File: src/hw/rtl/cu_fifo.sv
// Small register FIFO used between the unranker stages.
// Depends on nothing but its parameters.
module cu_fifo #(
  parameter int W     = 8,
  parameter int DEPTH = 2
) (
  input  logic         clk,
  input  logic         rst_n,
  input  logic         push,
  input  logic [W-1:0] wr_data,
  output logic         full,
  input  logic         pop,
  output logic [W-1:0] rd_data,
  output logic         empty
);
  localparam int PW = (DEPTH > 1) ? $clog2(DEPTH) : 1;
  localparam int CW = $clog2(DEPTH + 1);

  logic [W-1:0]  slot_r [DEPTH];
  logic [PW-1:0] wp_r, rp_r;
  logic [CW-1:0] cnt_r;
  logic          do_push, do_pop;

  assign full    = (cnt_r == CW'(DEPTH));
  assign empty   = (cnt_r == '0);
  assign do_push = push && !full;
  assign do_pop  = pop && !empty;
  assign rd_data = slot_r[rp_r];

  always_ff @(posedge clk) begin
    if (!rst_n) begin
      wp_r  <= '0;
      rp_r  <= '0;
      cnt_r <= '0;
    end else begin
      if (do_push) begin
        wp_r <= (wp_r == PW'(DEPTH - 1)) ? '0 : wp_r + 1'b1;
      end
      if (do_pop) begin
        rp_r <= (rp_r == PW'(DEPTH - 1)) ? '0 : rp_r + 1'b1;
      end
      if (do_push && !do_pop) begin
        cnt_r <= cnt_r + 1'b1;
      end else if (do_pop && !do_push) begin
        cnt_r <= cnt_r - 1'b1;
      end
    end
  end

  always_ff @(posedge clk) begin
    if (do_push) begin
      slot_r[wp_r] <= wr_data;
    end
  end

endmodule

File: config.mk
export PLATFORM = sky130hd
export DESIGN_NAME = cu_fifo
export DESIGN_NICKNAME = d
export VERILOG_FILES = /design/src/hw/rtl/cu_fifo.sv
export SDC_FILE = /design/constraint.sdc
export NUM_CORES = 1
export LEC_CHECK = 0
export ABC_AREA = 1
export BUFFER_PORTS_ARGS = -buffer_cell sky130_fd_sc_hd__buf_2
export CORE_UTILIZATION = 56
export CTS_BUF_LIST = sky130_fd_sc_hd__clkbuf_4
export DETAILED_ROUTE_END_ITERATION = 16
export GPL_ROUTABILITY_DRIVEN = 0
export PLACE_DENSITY = 0.9
export SLEW_MARGIN = 40
export SYNTH_ARGS = -nofsm -noshare
export SYNTH_HDL_FRONTEND = slang
export SYNTH_SLANG_ARGS = --single-unit
File: constraint.sdc
create_clock -name clk -period 2.75 [get_ports clk]
set_input_delay 0.275 -clock clk [delete_from_list [all_inputs] [get_ports clk]]
set_output_delay 0.275 -clock clk [all_outputs]
set_load 0.1 [all_outputs]
=== After elaboration in Yosys (flattened, before gate mapping) ===
Memories as Yosys holds them, arrays and structs flattened. A register that Yosys moved wholly into a read port is not among the register bits.
Cells that the tools add are included.

* Register bits: 4
* Bits in writable memories: 16
* Bits of input ports: 12
* Output and inout bits: 10
* Word-level logic and storage cells: 27
* Memories kept: 1

* $add $sub $neg: 4
* Equal/unequal tests: 1
* Muxes and demuxes: 8
* Reduce and logical (&&, ||, !) cells: 10

{| class="wikitable"
|+ Memory list
! memory !! words !! bits a word !! rd ports !! clocked after memory_dff !! wr ports !! line !! text
|-
| slot_r || 2 || 8 || 1 || 1 || 1 || 19 || <nowiki>logic [W-1:0] slot_r [DEPTH];</nowiki>
|}

{| class="wikitable"
|+ Operators with widths
! operator !! count
|-
| 1-bit 2-to-1 mux || 6
|-
| 1-bit logical AND || 4
|-
| 1-bit logical NOT || 4
|-
| 2-bit 2-to-1 mux || 2
|-
| 1-bit adder (second input constant) || 2
|-
| 2-bit by 1-bit adder with 2-bit output (second input constant) || 1
|-
| 2-bit equality test (second input constant) || 1
|-
| 2-bit logical NOT || 1
|-
| 2-bit nonzero test || 1
|-
| 2-bit by 1-bit subtractor with 2-bit output (second input constant) || 1
|}

=== Logic depth before layout (Yosys ltp) ===
* Depth after elaboration: 7
* Depth in mapped cells: 10

=== Least setup slack after synthesis ===
OpenSTA, ideal clock, no wires.

* Path kind: register to register
* Start: register cnt_r[0]
* End: register cnt_r[1]
* Arrival time: 2.353 ns
* Path slack: 0.333 ns
* Cell stages (with the launch flop): 10
* Buffers on the path: 0
* Period minus slack after synthesis: 2.417 ns
* Cell sequence: dfxtp_1 > nor2_1 > nor2_2 > inv_1 > ha_1 > inv_1 > nand3_1 > nand2_1 > inv_1 > nor2_1

* Word-level cells in the longest chain between the ends: 6
* Elaborated cells on any way between the ends: 15
* Classes of those cells: 2 x add/sub; 1 x eq/ne; 2 x mux; 10 x reduce/logical

{| class="wikitable"
|+ RTL lines
! what !! line !! text
|-
| from (decl) || 21 || <nowiki>logic [CW-1:0] cnt_r;</nowiki>
|-
| from (signal assigned) || 43 || <nowiki>cnt_r <= cnt_r + 1'b1;</nowiki>
|-
| from (signal assigned) || 45 || <nowiki>cnt_r <= cnt_r - 1'b1;</nowiki>
|-
| 2-bit logical NOT * || 25 || <nowiki>assign empty = (cnt_r == '0);</nowiki>
|-
| named net empty || 14 || <nowiki>output logic empty</nowiki>
|-
| 1-bit logical NOT * || 27 || <nowiki>assign do_pop = pop && !empty;</nowiki>
|-
| 1-bit logical AND * || 27 ||
|-
| 1-bit logical NOT || 42 || <nowiki>if (do_push && !do_pop) begin</nowiki>
|-
| 1-bit logical AND || 42 ||
|-
| 2-bit 2-to-1 mux / 2-bit nonzero test (equally long branches) || -- ||
|}

Mark *: on every way through the listed nets, which the timed path passes. The rest lies on a longest branch. The select of a mux whose other input is x is not followed.
A chain may end at the register's enable or synchronous reset.

==> reports/qor.yml <==
initial_core_util_pct: 61.7
postSynthCellCount: 63
syn_to_final_growth_pct: 18.1
design_area_um2: 972
cts_resized: 0
grt_max_degree: 12
whs_ns: 0.160
cp_slowest_stage_delay_ns: 0.55
cp.required_ns: 2.48
drtIter0Drc: 15
path_cells: "mux2_2 -> buf_2"
crit_family: "flip-flops"
yosysWarnings: 0
tightest_slew_ns: 0.699
cts_sinks: 21
placed_area_um2: 942
cts_setup_buffers: 0
synth-seq-cells: 21
crit_path_top_delay_cell: "dfxtp_1"
die-area_um2: 1630
viasPerCell: 5.39
crit_arrival_ns: 1.52
period_share_pct: 65.4
outcome: "completed"
grt_pass1_wl_um: 2190
yosysSeqAreaShare_pct: 70.5
syn_area_um2: 823
synth_compound_area_share_pct: 2.89
htreeDepth: 1
hpwl_um: 1140
yosys.area_share.simple_pct: 9.42
fin_worst_skew_ns: 0.00366
vias: 550
layout-drive-gt1-share_pct: 41.4
drc: 0
critical_path.max_fanout: 8
drt-total-wl_um: 1460
drt.antenna.violating_nets: 0
syn_avg_cell_area_um2: 13.1
io_pins: 22
yosysUniqueCellTypes: 15
synthAdderAreaFrac_pct: 1.52
synth_top_family_by_area: "multiplexers"
syn-num-nets: 76
yosys.area_share.xor_xnor_pct: 0
max_cap_violations: 0
layout_min_cycle_time_ns: 1.80
first_global_vias: 488
die_h_um: 40.3
path_clk_slew_ns: 0.11
rows: 13
holdCritPathClass: "in2reg"
finalSetupTns_ns: 0
slew_violations: 0
cts_hold_buf: 0
worstSetupPathType: "reg2out"
portBuffers: 21
max_slew_margin_pct: 53.2
track_usage_pct: 22.0
antenna_cells: 0
finalHoldViolCount: 0
max_freq_ghz: 0.556
cts_buffers: 3
cp-end-kind: "primary output"
rsz0062_at_grt: "false"
worst-path-buf-inv: 1
tritoncts: "built"
muxShareOfSynthArea_pct: 10.9
core_area_um2: 1330
antenna_found_initial: 0
setup_viol: 0
wl_per_cell_um: 14.3
overflow: 0
fin_nets: 101
die_w_um: 40.3
insertion_delay_ns: 0.30
start_kind: "register"
dr.pass1.iters: 6
cts-root-buf: "clkbuf_4"
clockBufferDepth: 2
## layer usage
metal	GRT usage, %	vias to the layer above	wire, µm
li1	-	261	-
met2	35.7	30	787
met4	10.0	0	36
met1	26.7	255	535
met3	6.67	4	99
met5	0	-	0
## state kept, by name (all words and copies together), names as in the netlist, named ones only
signal	count
cnt_r	2
rp_r	1
slot_r	16
wp_r	1
## synth_stat cells
| cell type | number | area [µm²] |
|---|---|---|
| o21ai_2 | 1 | 8.76 |
| edfxtp_1 | 16 | 480 |
| a21oi_1 | 1 | 5.00 |
| buf_2 | 1 | 5.00 |
| nor2_1 | 10 | 37.5 |
| o21ai_0 | 2 | 10.0 |
| inv_2 | 1 | 3.75 |
| nor2_2 | 1 | 6.26 |
| dfxtp_1 | 5 | 100 |
| ha_1 | 1 | 12.5 |
| nand2_1 | 6 | 22.5 |
| inv_1 | 8 | 30.0 |
| nand3_1 | 1 | 5.00 |
| mux2_2 | 8 | 90.1 |
| nand4_1 | 1 | 6.26 |
## layout by cell type, fill, tap and decap left out, types with 2 or more instances in the layout
cell,netlist,layout
o21ai_0,2,2
clkbuf_4,0,4
inv_1,8,8
nand2_1,6,6
nor2_1,10,10
dfxtp_1,5,5
mux2_2,8,8
buf_2,1,21
edfxtp_1,16,16
## worst reg2reg max path: stages, from the launching register on
cell     delay, ns
dfxtp_1       0.36
inv_1         0.08
o21ai_2       0.19
inv_1         0.11
ha_1          0.31
inv_1         0.09
nand3_1       0.10
nand2_1       0.07
inv_1         0.05
nor2_1        0.11
## area by class of cell
class                           instances  area [µm²]
Clock buffer                            4        30.0
Multi-Input combinational cell         32         204
Inverter                                9        33.8
Fill cell                              98         362
Timing Repair Buffer                   21         105
Tap cell                               15        18.8
Sequential cell                        21         581
## metrics by stage
stage	util (%)	cells	setup slack, ns
6_report	72.9	102	0.951
5_1_grt	72.9	102	0.866
4_1_cts	72.9	102	0.932
3_5_place_dp	70.6	98	1.25
3_3_place_gp	70.6	98	1.30
2_1_floorplan	-	63	0.333
## logic make-up after synthesis
kind of cell | count (synthesis)
compound gates | 4
fa+ha+maj | 1
buf+inv | 10
flops | 21
mux | 8
simple gates | 19
## path summary, 6_finish.rpt
check / from / end / slack, ns / depth (start not counted)
setup / recovery: register / rd_data[0] / 0.95 / 2
hold / removal: wr_data[4] / slot_r[0][4] / 0.16 / 1
setup reg to reg: cnt_r[1] / cnt_r[1] / 1.23 / 9
hold reg to reg: rp_r / rp_r / 0.53 / 2
Power is left out: the tool's default activity adds up to more than one toggle a clock period on the data nets, which glitch-free logic cannot reach.
