### config.mk
export PLATFORM = sky130hd
export DESIGN_NAME = cu_front
export DESIGN_NICKNAME = d
export VERILOG_FILES = /design/src/hw/rtl/cu_pkg.sv /design/src/hw/rtl/cu_front.sv
export SDC_FILE = /design/constraint.sdc
export NUM_CORES = 1
export LEC_CHECK = 0
export BUFFER_PORTS_ARGS = -buffer_cell sky130_fd_sc_hd__buf_2
export CORE_MARGIN = 3
export CORE_UTILIZATION = 44
export DETAILED_ROUTE_END_ITERATION = 16
export GPL_TIMING_DRIVEN = 0
export PLACE_DENSITY = 0.82
export RECOVER_POWER = 50
export SYNTH_ARGS = -nofsm -noshare
export SYNTH_HDL_FRONTEND = slang
export SYNTH_SLANG_ARGS = --single-unit
### constraint.sdc
create_clock -name clk -period 5 [get_ports clk]
set_input_delay 0.25 -clock clk [delete_from_list [all_inputs] [get_ports clk]]
set_output_delay 0.25 -clock clk [all_outputs]
set_load 0.005 [all_outputs]
### src/hw/rtl/cu_pkg.sv
// Shared types and constants for the combination unranker.
// No dependencies.
package cu_pkg;

  localparam int MAX_ITEMS_DEF = 512;
  localparam int MAX_CARD_DEF  = 4;
  localparam int FIFO_DEPTH    = 2;

  localparam int RANK_W    = 32;
  localparam int POS_W     = 9;
  localparam int SET_W     = 10;
  localparam int SUB_W     = 3;
  localparam int CFG_IDX_W = 4;
  localparam int CFG_DAT_W = 10;

  localparam logic [CFG_IDX_W-1:0] CFG_SET_SIZE    = 4'd0;
  localparam logic [CFG_IDX_W-1:0] CFG_SUBSET_SIZE = 4'd1;

  localparam logic [SET_W-1:0] SET_SIZE_RST    = 10'd512;
  localparam logic [SUB_W-1:0] SUBSET_SIZE_RST = 3'd1;

  typedef struct packed {
    logic [RANK_W-1:0] rank;
    logic              err;
  } job_t;

  typedef struct packed {
    logic [POS_W-1:0] position;
    logic             is_last;
    logic             rank_error;
  } res_t;

  typedef enum logic {
    BK_IDLE,
    BK_WALK
  } back_state_t;

endpackage

### src/hw/rtl/cu_front.sv
// Front end: accepts ranks and checks them against the combination count.
// Uses cu_pkg and read port A of cu_binom_tbl.
module cu_front #(
  parameter int MAX_ITEMS = 512,
  parameter int MAX_CARD  = 4
) (
  input  logic                                   clk,
  input  logic                                   rst_n,
  input  logic                                   tbl_ready,
  input  logic [cu_pkg::SET_W-1:0]               set_size,
  input  logic [cu_pkg::SUB_W-1:0]               subset_size,
  input  logic                                   in_push,
  input  logic [cu_pkg::RANK_W-1:0]              in_rank,
  output logic                                   in_full,
  output logic                                   tbl_rd_en,
  output logic [$clog2(MAX_ITEMS+1)-1:0]         tbl_rd_addr,
  input  logic [MAX_CARD:0][cu_pkg::RANK_W-1:0]  tbl_rd_data,
  output logic                                   q_push,
  output cu_pkg::job_t                           q_data,
  input  logic                                   q_full
);
  import cu_pkg::*;

  localparam int NW = $clog2(MAX_ITEMS + 1);
  localparam int CW = (MAX_CARD > 1) ? $clog2(MAX_CARD + 1) : 1;

  logic              hold_valid_r;
  logic [RANK_W-1:0] rank_r;
  logic              accept, size_ok, cfg_bad;
  logic [CW-1:0]     col;
  logic [RANK_W-1:0] count;

  assign in_full = !tbl_ready || (hold_valid_r && q_full);
  assign accept  = in_push && !in_full;

  assign size_ok = (set_size != '0) && (int'(set_size) <= MAX_ITEMS);
  assign cfg_bad = !size_ok || (subset_size == '0) || (int'(subset_size) > MAX_CARD);

  // Row set_size is fetched as the rank is taken in.
  assign tbl_rd_en   = accept;
  assign tbl_rd_addr = size_ok ? NW'(set_size) : '0;

  assign col   = cfg_bad ? '0 : CW'(subset_size);
  assign count = tbl_rd_data[col];

  assign q_push      = hold_valid_r && !q_full;
  assign q_data.rank = rank_r;
  assign q_data.err  = cfg_bad || (rank_r == '0) || (rank_r > count);

  always_ff @(posedge clk) begin
    if (!rst_n) begin
      hold_valid_r <= 1'b0;
    end else if (accept) begin
      hold_valid_r <= 1'b1;
    end else if (q_push) begin
      hold_valid_r <= 1'b0;
    end
  end

  always_ff @(posedge clk) begin
    if (accept) begin
      rank_r <= in_rank;
    end
  end

endmodule

# Word-level counts from Yosys, hierarchy flattened

Index checks and enable logic that the tools add are counted.

Reduce and logical (&&, ||, !) cells: 17
Order comparisons: 4
Multiplexer cells: 6

Operator list:

| kind                                                  | count |
|---|---|
| binary-select mux 32 bit (select 3 bit)               | 1 |
| greater-than comparator 32 bit                        | 1 |
| logical NOT 32 bit                                    | 1 |
| 2-to-1 mux 32 bit                                     | 1 |
| <= comparator 10 bit (second input constant)          | 1 |
| 2-to-1 mux 10 bit                                     | 1 |
| nonzero test 10 bit                                   | 1 |
| logical OR 1 bit                                      | 5 |
| logical AND 1 bit                                     | 4 |
| logical NOT 1 bit                                     | 4 |
| < comparator 3 x 4 -> 1 bit (second input constant)   | 1 |
| greater-than comparator 3 bit (second input constant) | 1 |
| logical NOT 3 bit                                     | 1 |
| 2-to-1 mux 3 bit                                      | 1 |
| 2-to-1 mux 1 bit                                      | 2 |
| nonzero test 2 bit                                    | 1 |

Word-level logic and storage cells: 29
Flip-flop bits (word level): 33
Input port bits: 210
Output and inout port bits: 46

# Logic depth before layout (Yosys ltp)

Depth in word-level cells: 10
Depth in mapped cells: 14
Mapped depth without buffers: 11

# Worst setup path after synthesis

No wires, ideal clock.

Kind: input to output
Start: input port set_size[7] (netlist bit)
End: output port q_data[0] (netlist bit)
Data required time: 4750 ps
Path buffers: 3
Cell stages on the path: 14
Arrival time: 3436 ps
Path slack: 1314 ps
Cell sequence: or4_4 -> o31a_1 -> buf_6 -> or3_1 -> buf_6 -> buf_6 -> o221a_1 -> o31ai_2 -> ha_1 -> a21o_1 -> a21o_1 -> a221o_1 -> a22oi_1 -> o311ai_0

RTL lines:

| item            | RTL line       | text |
|---|---|---|
| start, declared | cu_front.sv:10 | `input logic [cu_pkg::SET_W-1:0] set_size,` |
| end, declared   | cu_front.sv:19 | `output cu_pkg::job_t q_data,` |

==> impl_metrics.tcl <==
set metrics [dict create \
    max_freq_mhz 213 \
    worstPathMaxFanout 10 \
    hpwl_microns 14000 \
    worst_pin_slew_ps 762 \
    swShare 0.326 \
    row_count 34 \
    crit_buf_inv 5 \
    hold_path_end "rank_r[23]$_DFFE_PP_" \
    grt_setup_unrepaired "no" \
    powerDensity_mw_per_mm2 164 \
    combinationalPowerShare 0.391 \
    clock_latency_ps 290 \
    yosysSeqAreaShare 0.240 \
    drv_slew 0 \
    avgSynthCellArea_sq_um 8.98 \
    cp.arrival_ps 4450 \
    startpoint_type "input port" \
    hold_ws_ps 129 \
    fin_crit_sh 0.941 \
    finalHoldViolations 0 \
    final_common_cell "buf_2" \
    clockPowerShare 0.247 \
    io_buffers 254 \
    netlist_instances 454 \
    diodes 0 \
    cpLargestDelayFamily "simple AND/OR/NAND/NOR gates" \
    ioPinCount 256 \
    async_flop_share 0 \
    cpMaxStageDelayCell "nor4_1" \
    drive_gt1_frac 0.413 \
    synth-edff-count 32 \
    period_minus_slack_ps 4700 \
    slew-limit-headroom 0.492 \
    root_buffer "clkbuf_8" \
    critPathMaxStageDelay_ps 610 \
    synth-seq-cells 33 \
    irDropWorstVdd_mv 0.162 \
    vias_per_cell 6.20 \
    layout_common_cells "buf_2 (245), clkbuf_1 (54), nand4_1 (38)" \
    cts.clk_slew.worst_paths_ps 70 \
    drcViolationCount 0 \
    fillers 788 \
    rr_worst_depth 2 \
    die_area_sq_mm 0.0105 \
    clk_path_buf_depth 2 \
    ant_nets 0 \
    drt-initial-drc-count 353 \
    internal_power_mw 0.614 \
    place_congestion 0.955 \
    leakagePower_nw 2.35 \
    fin_ws_ps 296 \
    cts-buffers-inserted 5 \
    die_x_microns 102 \
    finalSetupViolations 0 \
    maxCapViolCount 0 \
    yosysWarningCount 0 \
    postCtsSetupBuffers 0 \
    dp.cells 816 \
    crit_chain "buf_2 -> or4_4 -> o31a_1 -> buf_6 -> nor3_1 -> buf_2 -> buf_2 -> o31ai_2 -> ha_1 -> nand4_1 -> nor4_1 -> nand4_1 -> a22oi_1 -> o311ai_0 -> buf_2" \
    dieHeight_microns 102 \
    setup.worst_path.end_class "output pin" \
    tns_ps 0 \
    htree_levels 2 \
    grt_usage 0.308 \
    criticalPathCategory "in2out" \
    hold_path.class "in2reg" \
    synth_nets 696 \
    reg2reg_to "rank_r[20]$_DFFE_PP_" \
    grt_max_degree 35 \
    finalNonFillerCells 824 \
    wl_per_cell_microns 20.8 \
    grt_pass1_wl_microns 24900 \
    seq_power_share 0.362 \
    place_ws_ps 292 \
    status "complete, no violations" \
    start_util 0.461 \
    power.switching_mw 0.297 \
    worst_ep_required_time_ps 4750 \
    dr.pass1.iters 5 \
    num_vias 5111 \
    grt_pass1_vias 5045 \
    min_path_cells 1 \
    skew_ps 2.84 \
    r2r_start "hold_valid_r$_SDFFE_PN0P_" \
    hold_path.startpoint "in_rank[23]" \
    yosysUniqueCellTypes 49 \
    synth_flop_cell "edfxtp_1" \
    core_area_sq_mm 0.00885 \
    syn_area_sq_mm 0.00408 \
    crit_top_cell "buf_2" \
    grt_overflow 0 \
    antenna_found_initial 0 \
    area_growth_pct 36.6 \
    wl_microns 17100 \
    cts_tree "done" \
    fin_nets 957 \
    r2r_slack_ps 3540 \
    cts_sinks 33 \
]
[kinds of logic after synthesis]
logic type	share of synthesized area
adders and majority gates	0.0982
DFF	0.240
xor gates and xnor gates	0.00215
buffers and inverters	0.0644
and+or+nand+nor	0.266
muxes	0.00552
AOI/OAI and AO/OA	0.324
[layout make-up]
type	count	area [sq um]	share of cell area
multi-input cells	364	2840	0.509
repair buffers	254	1250	0.225
flip-flops and latches	33	981	0.176
plain buffers	52	245	0.0440
well taps	108	135	0.0243
clock buffers	7	96.3	0.0173
inverters	5	18.8	0.00337
clock inverters	1	5.00	0.000898
[how the worst max path moves through the flow]
stage                      from         to  slack [ps]  cells past startpoint
finish              set_size[7]  q_data[0]         300                     15
global route        set_size[7]  q_data[0]          50                     15
CTS                 set_size[7]  q_data[0]         280                     15
detailed placement  set_size[7]  q_data[0]         290                     15
global placement    set_size[7]  q_data[0]         350                     15
floorplan           set_size[7]  q_data[0]        1310                     14
[state kept, by name, summed over array words and instances, names as in the netlist]
signal        cells
rank_r           32
hold_valid_r      1
[synth_stat cells (2+ instances only)]
cell type  instances  area, sq um
clkbuf_1          40          150
nand4_1           38          238
nand2_1           37          139
edfxtp_1          32          961
ha_1              32          400
o31ai_1           31          233
a31oi_1           29          181
nand2b_1          29          181
or4_1             28          210
o221a_1           25          282
o31ai_2           25          313
nor2b_1           14         87.6
nor4_1            10         62.6
a21oi_1            9         45.0
a21o_1             7         52.6
buf_2              6         30.0
buf_6              5         56.3
inv_1              5         18.8
nor3_1             5         25.0
or3_1              4         25.0
a221oi_1           3         26.3
o221a_2            3         33.8
o22ai_1            3         18.8
o31a_1             3         26.3
a41o_1             2         20.0
and3_1             2         12.5
mux2_2             2         22.5
nand3_1            2         10.0
nor2_1             2         7.51
or2_2              2         12.5
[per-layer routing]
metal | up-vias | track usage | wire (microns)
li1 | 2408 | - | -
met1 | 2346 | 0.363 | 6640
met2 | 306 | 0.538 | 8340
met3 | 51 | 0.0696 | 1560
met4 | 0 | 0.126 | 565
met5 | - | 0 | 0
[worst reg2reg max path, delay by kind of cell (launching register included)]
family	cells	cell delay [ps]
simple gates	2	770
flops	1	320
[per-stage QoR]
stage / util / area [sq um] / total power [mW]
after floorplan: - / 4080 / 0.524
after global placement: 0.620 / 5490 / 0.679
after detailed placement: 0.620 / 5490 / 0.689
after CTS: 0.631 / 5590 / 0.911
after global routing: 0.630 / 5570 / 0.963
final: 0.630 / 5570 / 0.911
[power by group through the flow]
stage | Sequential, mW | Clock [mW] | Combinational [mW]
4_1_cts | 0.330 | 0.227 | 0.354
6_report | 0.330 | 0.225 | 0.356
2_1_floorplan | 0.334 | 0 | 0.190
3_3_place_gp | 0.336 | 0 | 0.343
3_5_place_dp | 0.336 | 0 | 0.353
5_1_grt | 0.331 | 0.241 | 0.391
[repair_timing]
action                     4_1_cts  5_1_grt
hold buffers                     0        0
setup endpoints to repair        0        1
gates resized for setup          0        2
Power figures use the tool's default switching activity.
