[config.mk]
export PLATFORM = sky130hd
export DESIGN_NAME = cu_back
export DESIGN_NICKNAME = d
export VERILOG_FILES = /design/src/hw/rtl/cu_pkg.sv /design/src/hw/rtl/cu_back.sv
export SDC_FILE = /design/constraint.sdc
export NUM_CORES = 1
export LEC_CHECK = 0
export ABC_AREA = 1
export BUFFER_PORTS_ARGS = -buffer_cell sky130_fd_sc_hd__buf_2
export CAP_MARGIN = 0
export CORE_ASPECT_RATIO = 1.75
export CORE_UTILIZATION = 48
export DETAILED_ROUTE_END_ITERATION = 8
export MAX_ROUTING_LAYER = met4
export PLACE_DENSITY = 0.8
export SYNTH_ARGS = -nofsm -noshare
export SYNTH_HDL_FRONTEND = slang
export SYNTH_SLANG_ARGS = --single-unit
[constraint.sdc]
create_clock -name clk -period 3.9 [get_ports clk]
set_input_delay 0.195 -clock clk [delete_from_list [all_inputs] [get_ports clk]]
set_output_delay 0.195 -clock clk [all_outputs]
set_load 0.02 [all_outputs]
[src/hw/rtl/cu_pkg.sv]
// Shared types and constants for the combination unranker.
// No dependencies.
package cu_pkg;

  localparam int MAX_ITEMS_DEF = 512;
  localparam int MAX_CARD_DEF  = 4;
  localparam int FIFO_DEPTH    = 2;

  localparam int RANK_W    = 32;
  localparam int POS_W     = 9;
  localparam int SET_W     = 10;
  localparam int SUB_W     = 3;
  localparam int CFG_IDX_W = 4;
  localparam int CFG_DAT_W = 10;

  localparam logic [CFG_IDX_W-1:0] CFG_SET_SIZE    = 4'd0;
  localparam logic [CFG_IDX_W-1:0] CFG_SUBSET_SIZE = 4'd1;

  localparam logic [SET_W-1:0] SET_SIZE_RST    = 10'd512;
  localparam logic [SUB_W-1:0] SUBSET_SIZE_RST = 3'd1;

  typedef struct packed {
    logic [RANK_W-1:0] rank;
    logic              err;
  } job_t;

  typedef struct packed {
    logic [POS_W-1:0] position;
    logic             is_last;
    logic             rank_error;
  } res_t;

  typedef enum logic {
    BK_IDLE,
    BK_WALK
  } back_state_t;

endpackage

[src/hw/rtl/cu_back.sv]
// Back end: walks the bit positions of one checked rank and emits each chosen one.
// Uses cu_pkg and read port B of cu_binom_tbl.
module cu_back #(
  parameter int MAX_ITEMS = 512,
  parameter int MAX_CARD  = 4
) (
  input  logic                                   clk,
  input  logic                                   rst_n,
  input  logic [cu_pkg::SET_W-1:0]               set_size,
  input  logic [cu_pkg::SUB_W-1:0]               subset_size,
  input  logic                                   q_empty,
  input  cu_pkg::job_t                           q_data,
  output logic                                   q_pop,
  output logic                                   tbl_rd_en,
  output logic [$clog2(MAX_ITEMS+1)-1:0]         tbl_rd_addr,
  input  logic [MAX_CARD:0][cu_pkg::RANK_W-1:0]  tbl_rd_data,
  input  logic                                   res_full,
  output logic                                   res_push,
  output cu_pkg::res_t                           res_data
);
  import cu_pkg::*;

  localparam int NW = $clog2(MAX_ITEMS + 1);
  localparam int CW = (MAX_CARD > 1) ? $clog2(MAX_CARD + 1) : 1;

  back_state_t       state_r, state_nxt;
  logic [NW-1:0]     pos_r, pos_nxt;
  logic [RANK_W-1:0] rk_r, rk_nxt;
  logic [SUB_W-1:0]  r_r, r_nxt;
  logic [NW-1:0]     n_w, rem, m;
  logic              zeros_left, place_one;
  logic [RANK_W-1:0] c;

  assign n_w        = NW'(set_size);
  assign rem        = n_w - pos_r;
  assign m          = rem - 1'b1;
  assign zeros_left = int'(rem) > int'(r_r);
  // Table row m is already in the read register; pick column r.
  assign c          = tbl_rd_data[CW'(r_r)];
  assign place_one  = !(zeros_left && (rk_r <= c));

  always_ff @(posedge clk) begin
    if (!rst_n) begin
      state_r <= BK_IDLE;
    end else begin
      state_r <= state_nxt;
    end
  end

  always_ff @(posedge clk) begin
    pos_r <= pos_nxt;
    rk_r  <= rk_nxt;
    r_r   <= r_nxt;
  end

  always_comb begin
    state_nxt   = state_r;
    pos_nxt     = pos_r;
    rk_nxt      = rk_r;
    r_nxt       = r_r;
    q_pop       = 1'b0;
    res_push    = 1'b0;
    res_data    = '0;
    tbl_rd_en   = 1'b0;
    tbl_rd_addr = '0;
    unique case (state_r)
      BK_IDLE: begin
        if (!q_empty) begin
          if (q_data.err) begin
            if (!res_full) begin
              q_pop               = 1'b1;
              res_push            = 1'b1;
              res_data.is_last    = 1'b1;
              res_data.rank_error = 1'b1;
            end
          end else begin
            q_pop       = 1'b1;
            tbl_rd_en   = 1'b1;
            tbl_rd_addr = n_w - 1'b1;
            pos_nxt     = '0;
            rk_nxt      = q_data.rank;
            r_nxt       = subset_size;
            state_nxt   = BK_WALK;
          end
        end
      end
      BK_WALK: begin
        if (!res_full) begin
          pos_nxt     = pos_r + 1'b1;
          tbl_rd_en   = 1'b1;
          tbl_rd_addr = (m == '0) ? '0 : m - 1'b1;
          if (place_one) begin
            res_push          = 1'b1;
            res_data.position = POS_W'(pos_r);
            res_data.is_last  = (r_r == SUB_W'(1));
            if (zeros_left) begin
              rk_nxt = rk_r - c;
            end
            r_nxt = r_r - 1'b1;
            if (r_r == SUB_W'(1)) begin
              state_nxt = BK_IDLE;
            end
          end
        end
      end
      default: begin
        state_nxt = BK_IDLE;
      end
    endcase
  end

endmodule

# Yosys cells after proc, flatten, opt, wreduce, memory -nomap -nowiden
# Index checks and enable logic that the tools add are counted.
[op_classes] add_sub_neg=7 magnitude_cmp=3 eq_ne=6 n_mux=46 bitwise_logic=1 n_reduce_logical=5
[ops] operator="$mux W32" n=6
[ops] operator="$bmux W32 S3" n=1
[ops] operator="$mux W10" n=9
[ops] operator="$pmux W32 S2" n=1
[ops] operator="$pmux W10 S2" n=2
[ops] operator="$le A32 B32 Y1" n=1
[ops] operator="$sub A32 B32 Y32" n=1
[ops] operator="$sub A10 B1 Y10 const B" n=3
[ops] operator="$mux W1" n=14
[ops] operator="$mux W3" n=4
[ops] operator="$add A10 B1 Y10 const B" n=1
[ops] operator="$gt A10 B3 Y1" n=1
[ops] operator="$logic_not A10 Y1" n=1
[ops] operator="$sub A10 B10 Y10" n=1
[ops] operator="$mux W9" n=1
[ops] operator="$ne A2 B2 Y1 const B" n=4
[ops] operator="$pmux W1 S2" n=4
[ops] operator="$mux W2" n=3
[ops] operator="$pmux W3 S2" n=1
[ops] operator="$reduce_and A5 Y1" n=1
[ops] operator="$lt A3 B4 Y1 const B" n=1
[ops] operator="$reduce_and A4 Y1" n=1
[ops] operator="$eq A3 B1 Y1 const B" n=1
[ops] operator="$reduce_and A3 Y1" n=1
[ops] operator="4 further kinds" n=4
[word_totals] regBits=46 inputBits=210 out_inout_bits=24 wordCells=72

# Longest topological paths before layout
[logic_depth] depth_word=7 ltp_mapped=21 mapped_depth_nobuf=21

# Worst setup path before layout
# No wires, ideal clock.
[synth_timing] path_type="register -> register" startpoint="register r_r[0]" endpoint="register rk_r[0] (enable)" setup_ns=0.389 arrival_time_ns=3.637 required_time_ns=3.511 setup_slack_ns=-0.127 stages_incl_launch_ff=18 period_less_slack_ns=4.027 cell_sequence="edfxtp_1 > clkbuf_1 > clkbuf_1 > o21ai_0 > a32o_1 > ha_1 > fa_1 > o21ai_1 > a21oi_1 > o21bai_1 > nand2_1 > nand2_1 > nand2_1 > nand2_1 > nand2_1 > nand3_1 > nand3_1 > nand2_1"
[synth_via] elab_chain_len=6
[synth_rtl] element="start, declared" line_no="cu_back.sv:29" text="logic [SUB_W-1:0] r_r, r_nxt;"
[synth_rtl] element="start signal, assigned" line_no="cu_back.sv:53" text="r_r <= r_nxt;"
[synth_rtl] element="$bmux W32 S3" line_no="cu_back.sv:39" text="assign c = tbl_rd_data[CW'(r_r)];"
[synth_rtl] element="$mux W32 (implied by the code)" line_no="cu_back.sv:39"
[synth_rtl] element="$le A32 B32 Y1" line_no="cu_back.sv:40" text="assign place_one = !(zeros_left && (rk_r <= c));"
[synth_rtl] element="$logic_and A1 B1 Y1" line_no="cu_back.sv:40"
[synth_rtl] element="$ne A2 B2 Y1 (no line)"
[synth_rtl] element="$reduce_and A5 Y1 (no line) (*)"
[synth_rtl] element="end signal, assigned" line_no="cu_back.sv:52" text="rk_r <= rk_nxt;"
[synth_rtl] element="end, declared" line_no="cu_back.sv:28" text="logic [RANK_W-1:0] rk_r, rk_nxt;"
# Every way passes the cells marked *; elsewhere a longest branch is shown, timed or not. The select of a mux whose other input is x is not followed.
# A chain may end at the register's enable or synchronous reset.

==> impl_metrics.yaml <==
run_status:
  status: "complete, no violations"
timing:
  setup_viol: 0
  slew_viol_final: 0
  period_share: 0.953
  period_needed_ns: 3.72
  tightest_slew_ns: 0.565
  clock_skew_ns: 0.00821
  maxSlewHeadroom: 0.623
  setup_ws_ns: 0.183
  max_freq_mhz: 269
  hold_viol: 0
cts:
  cts_sinks: 46
  cts.path.max_buffers: 2
  htreeDepth: 2
  clk_pin_slew_ns: 0.07
  cts-root-buf: "clkbuf_16"
  worstSkewPairLatency_ns: 0.30
  cts_tree: "yes"
  numCtsBuffers: 5
  hold_buffers: 0
finish:
  fin_cells: 1553
  final_nets: 1637
  syn2layout_area_growth_pct: 26.9
  nFillCells: 1405
  n_antenna_cell: 0
  multi_input_area_um2: 4780
  regArea_um2: 1370
  drive_above_1_share: 0.246
  post-route-util: 0.630
floorplanning:
  die-area_um2: 15000
  placementRows: 57
  fp.dieW_um: 92.9
  start_util: 0.497
  dieHeight_um: 161
  io-pin-count: 234
  core_area_um2: 14000
setup_path:
  crit_path_top_delay_cell: "edfxtp_1"
  r2r_cells: 20
  critPathRequiredTime_ns: 3.70
  path_class: "flop to output port"
  critPathLaunchType: "flop"
  r2r_slack_ns: 0.33
  r2r_start: "r_r[0]$_DFFE_PP_"
  cpMostUsedCell: "nor2_1"
  cp_top_family: "compound AO/OA/AOI/OAI gates"
  worst_r2r_endpoint: "rk_r[31]$_DFFE_PP_"
  slowest_delay_ns: 0.42
  crit_fanout: 15
  endpoint_kind: "output port"
  path_cells: "buf_4, buf_4, clkbuf_16, o21ai_0, a32o_1, inv_1, ha_1, inv_1, o21bai_1, a21oi_2, nor2_1, nor2_1, nor2_1, nor2_1, nand2_1, nand2_1, nand2_1, nand2_4, o21ai_0, buf_2"
  critPathArrivalTime_ns: 3.52
  cp.buffers_inverters: 6
power_and_ir_drop:
  p_leak_nw: 4.59
  powerDensity_nw_per_um2: 427
  irDropWorstVdd_uv: 234
route:
  vias_per_cell: 5.54
  routed_wl_mm: 26.4
  vias: 8610
  drtAntennaViolNets: 0
  detail_route.wl_per_cell_um: 17.0
  drt_iter0_drc: 530
  drc: 0
  drt_first_pass_iters: 7
worst_hold_path:
  hold_path.startpoint: "rst_n"
  holdPathStages: 2
  hold_path_end: "state_r$_SDFF_PN0_"
  hp-class: "input port to flop"
placement:
  globalplace.congestion: 0.984
  hpwl_mm: 21.4
  pre_cts_ws_ns: 0.245
  placed_cells: 1535
  io_buffer_count: 233
grt:
  antenna_found_initial: 0
  grt.overflow.total: 0
  track_usage: 0.346
  grt_pass1_vias: 8180
  grt_util_met1: 0.334
  grtUsageMet2: 0.631
  grt_first_pass_wirelength_mm: 39.2
  grt_max_degree: 61
  top_usage_layer: "met2"
  gr-usage-met3: 0.0358
synthesis:
  synth_warnings: 0
  synth.avg_cell_area_um2: 6.11
  synth_edf_count: 45
  syn_nets: 1397
  netlist_area_um2: 6940
  ys_seq_elements: 46
  ys_seq_area_frac: 0.198
  synthCells: 1135
  synth_ff_type: "edfxtp_1"
  synthArstFlopShare: 0
  synth_cell_types: 43
run:
  drv_cap: 0
==> state kept, by name, summed over array words and instances, names as in the netlist <==
| register | count |
|---|---|
| pos_r | 10 |
| rk_r | 32 |
| state_r | 1 |
| r_r | 3 |
==> metal layers <==
layer,share of wire,vias up,wire [um]
met5,0,-,0
met3,0.057,118,1500
li1,-,4229,-
met1,0.35,3851,9300
met4,0.076,0,2000
met2,0.51,412,13600
==> logic make-up after synthesis <==
group	share of synthesized area
and+or+nand+nor	0.343
AOI/OAI and AO/OA	0.209
buffers and inverters	0.120
adders and majority gates	0.0948
DFF	0.198
xor gates and xnor gates	0.0366
==> how the worst max path moves through the flow <==
stage	from	end	slack [ns]	cells after the start
floorplan	r_r[0]$_DFFE_PP_	rk_r[0]$_DFFE_PP_	0.16	17
global placement	r_r[0]$_DFFE_PP_	res_data[1]	0.28	18
detailed placement	r_r[0]$_DFFE_PP_	res_data[1]	0.24	18
CTS	r_r[0]$_DFFE_PP_	res_data[1]	0.06	18
global route	r_r[0]$_DFFE_PP_	res_data[1]	-0.03	19
finish	r_r[0]$_DFFE_PP_	res_data[1]	0.18	20
==> where the power goes <==
part           switching (mW)  leakage [nW]  internal [mW]
Combinational            1.60          4.08          0.938
Sequential             0.0429         0.437          0.656
Clock                   0.213        0.0760          0.303
Total                    1.86          4.59           1.90
==> cell usage after synthesis, types with 4 or more instances <==
master / count / area (um^2)
nor2_1: 106 / 398
nand3_2: 5 / 50.1
a32o_1: 29 / 290
nand2_1: 290 / 1090
clkbuf_1: 31 / 116
o21bai_1: 8 / 60.1
nand3_1: 75 / 375
nand4_1: 12 / 75.1
or2_2: 9 / 56.3
edfxtp_1: 45 / 1350
a21oi_1: 81 / 405
inv_1: 179 / 672
xnor2_1: 10 / 87.6
nand2_2: 26 / 163
o21ai_0: 86 / 430
a21o_1: 4 / 30.0
xor2_1: 19 / 166
a31oi_1: 10 / 62.6
nor3_1: 14 / 70.1
a21boi_0: 5 / 37.5
ha_1: 51 / 638
==> cells in the final DEF, fill, tap and decap left out, types with 3 or more instances in the layout <==
cell / netlist / final
a21oi_1: 81 / 79
a21oi_2: 1 / 3
buf_2: 0 / 233
ha_1: 51 / 49
or2_2: 9 / 9
xor2_1: 19 / 19
nor3_1: 14 / 13
a32o_1: 29 / 29
xnor2_1: 10 / 10
inv_1: 179 / 179
a221oi_1: 3 / 3
nand4_1: 12 / 12
nand2_1: 290 / 288
nor2_4: 2 / 3
o211ai_1: 3 / 3
buf_12: 0 / 5
nor2_1: 106 / 105
nand3b_1: 3 / 3
clkbuf_16: 0 / 9
a21o_1: 4 / 4
o21bai_1: 8 / 7
o21ai_1: 3 / 3
o21ai_0: 86 / 85
nand3_1: 75 / 75
edfxtp_1: 45 / 45
buf_4: 0 / 26
a31oi_1: 10 / 10
a21boi_0: 5 / 4
nand2_2: 26 / 27
nor2_2: 3 / 3
nand3_2: 5 / 5
==> stage by stage <==
step                hold WS [ns]  setup TNS, ns  instance area [um^2]  total power, mW
floorplan                  0.349              0                  6940             2.36
global placement           0.458              0                  8440             3.11
detailed placement         0.461              0                  8440             3.12
CTS                        0.154              0                  8620             3.65
global route               0.170        -0.0290                  8800             4.04
finish                     0.154              0                  8800             3.76
==> cell type report <==
type / instances / share of cell area
clock buffers: 5 / 0.0142
clock inverters: 3 / 0.00512
inverters: 184 / 0.0790
multi-input cells: 870 / 0.543
flip-flops and latches: 46 / 0.156
well taps: 177 / 0.0252
repair buffers: 268 / 0.177
==> what timing repair did <==
item	4_1_cts	5_1_grt
buffers inserted	0	6
endpoints found under the hold margin	0	0
endpoints found under the setup margin	10	43
gates resized for setup	1	15
pin swaps	0	2
gates cloned	0	4
Power figures use the tool's default switching activity.
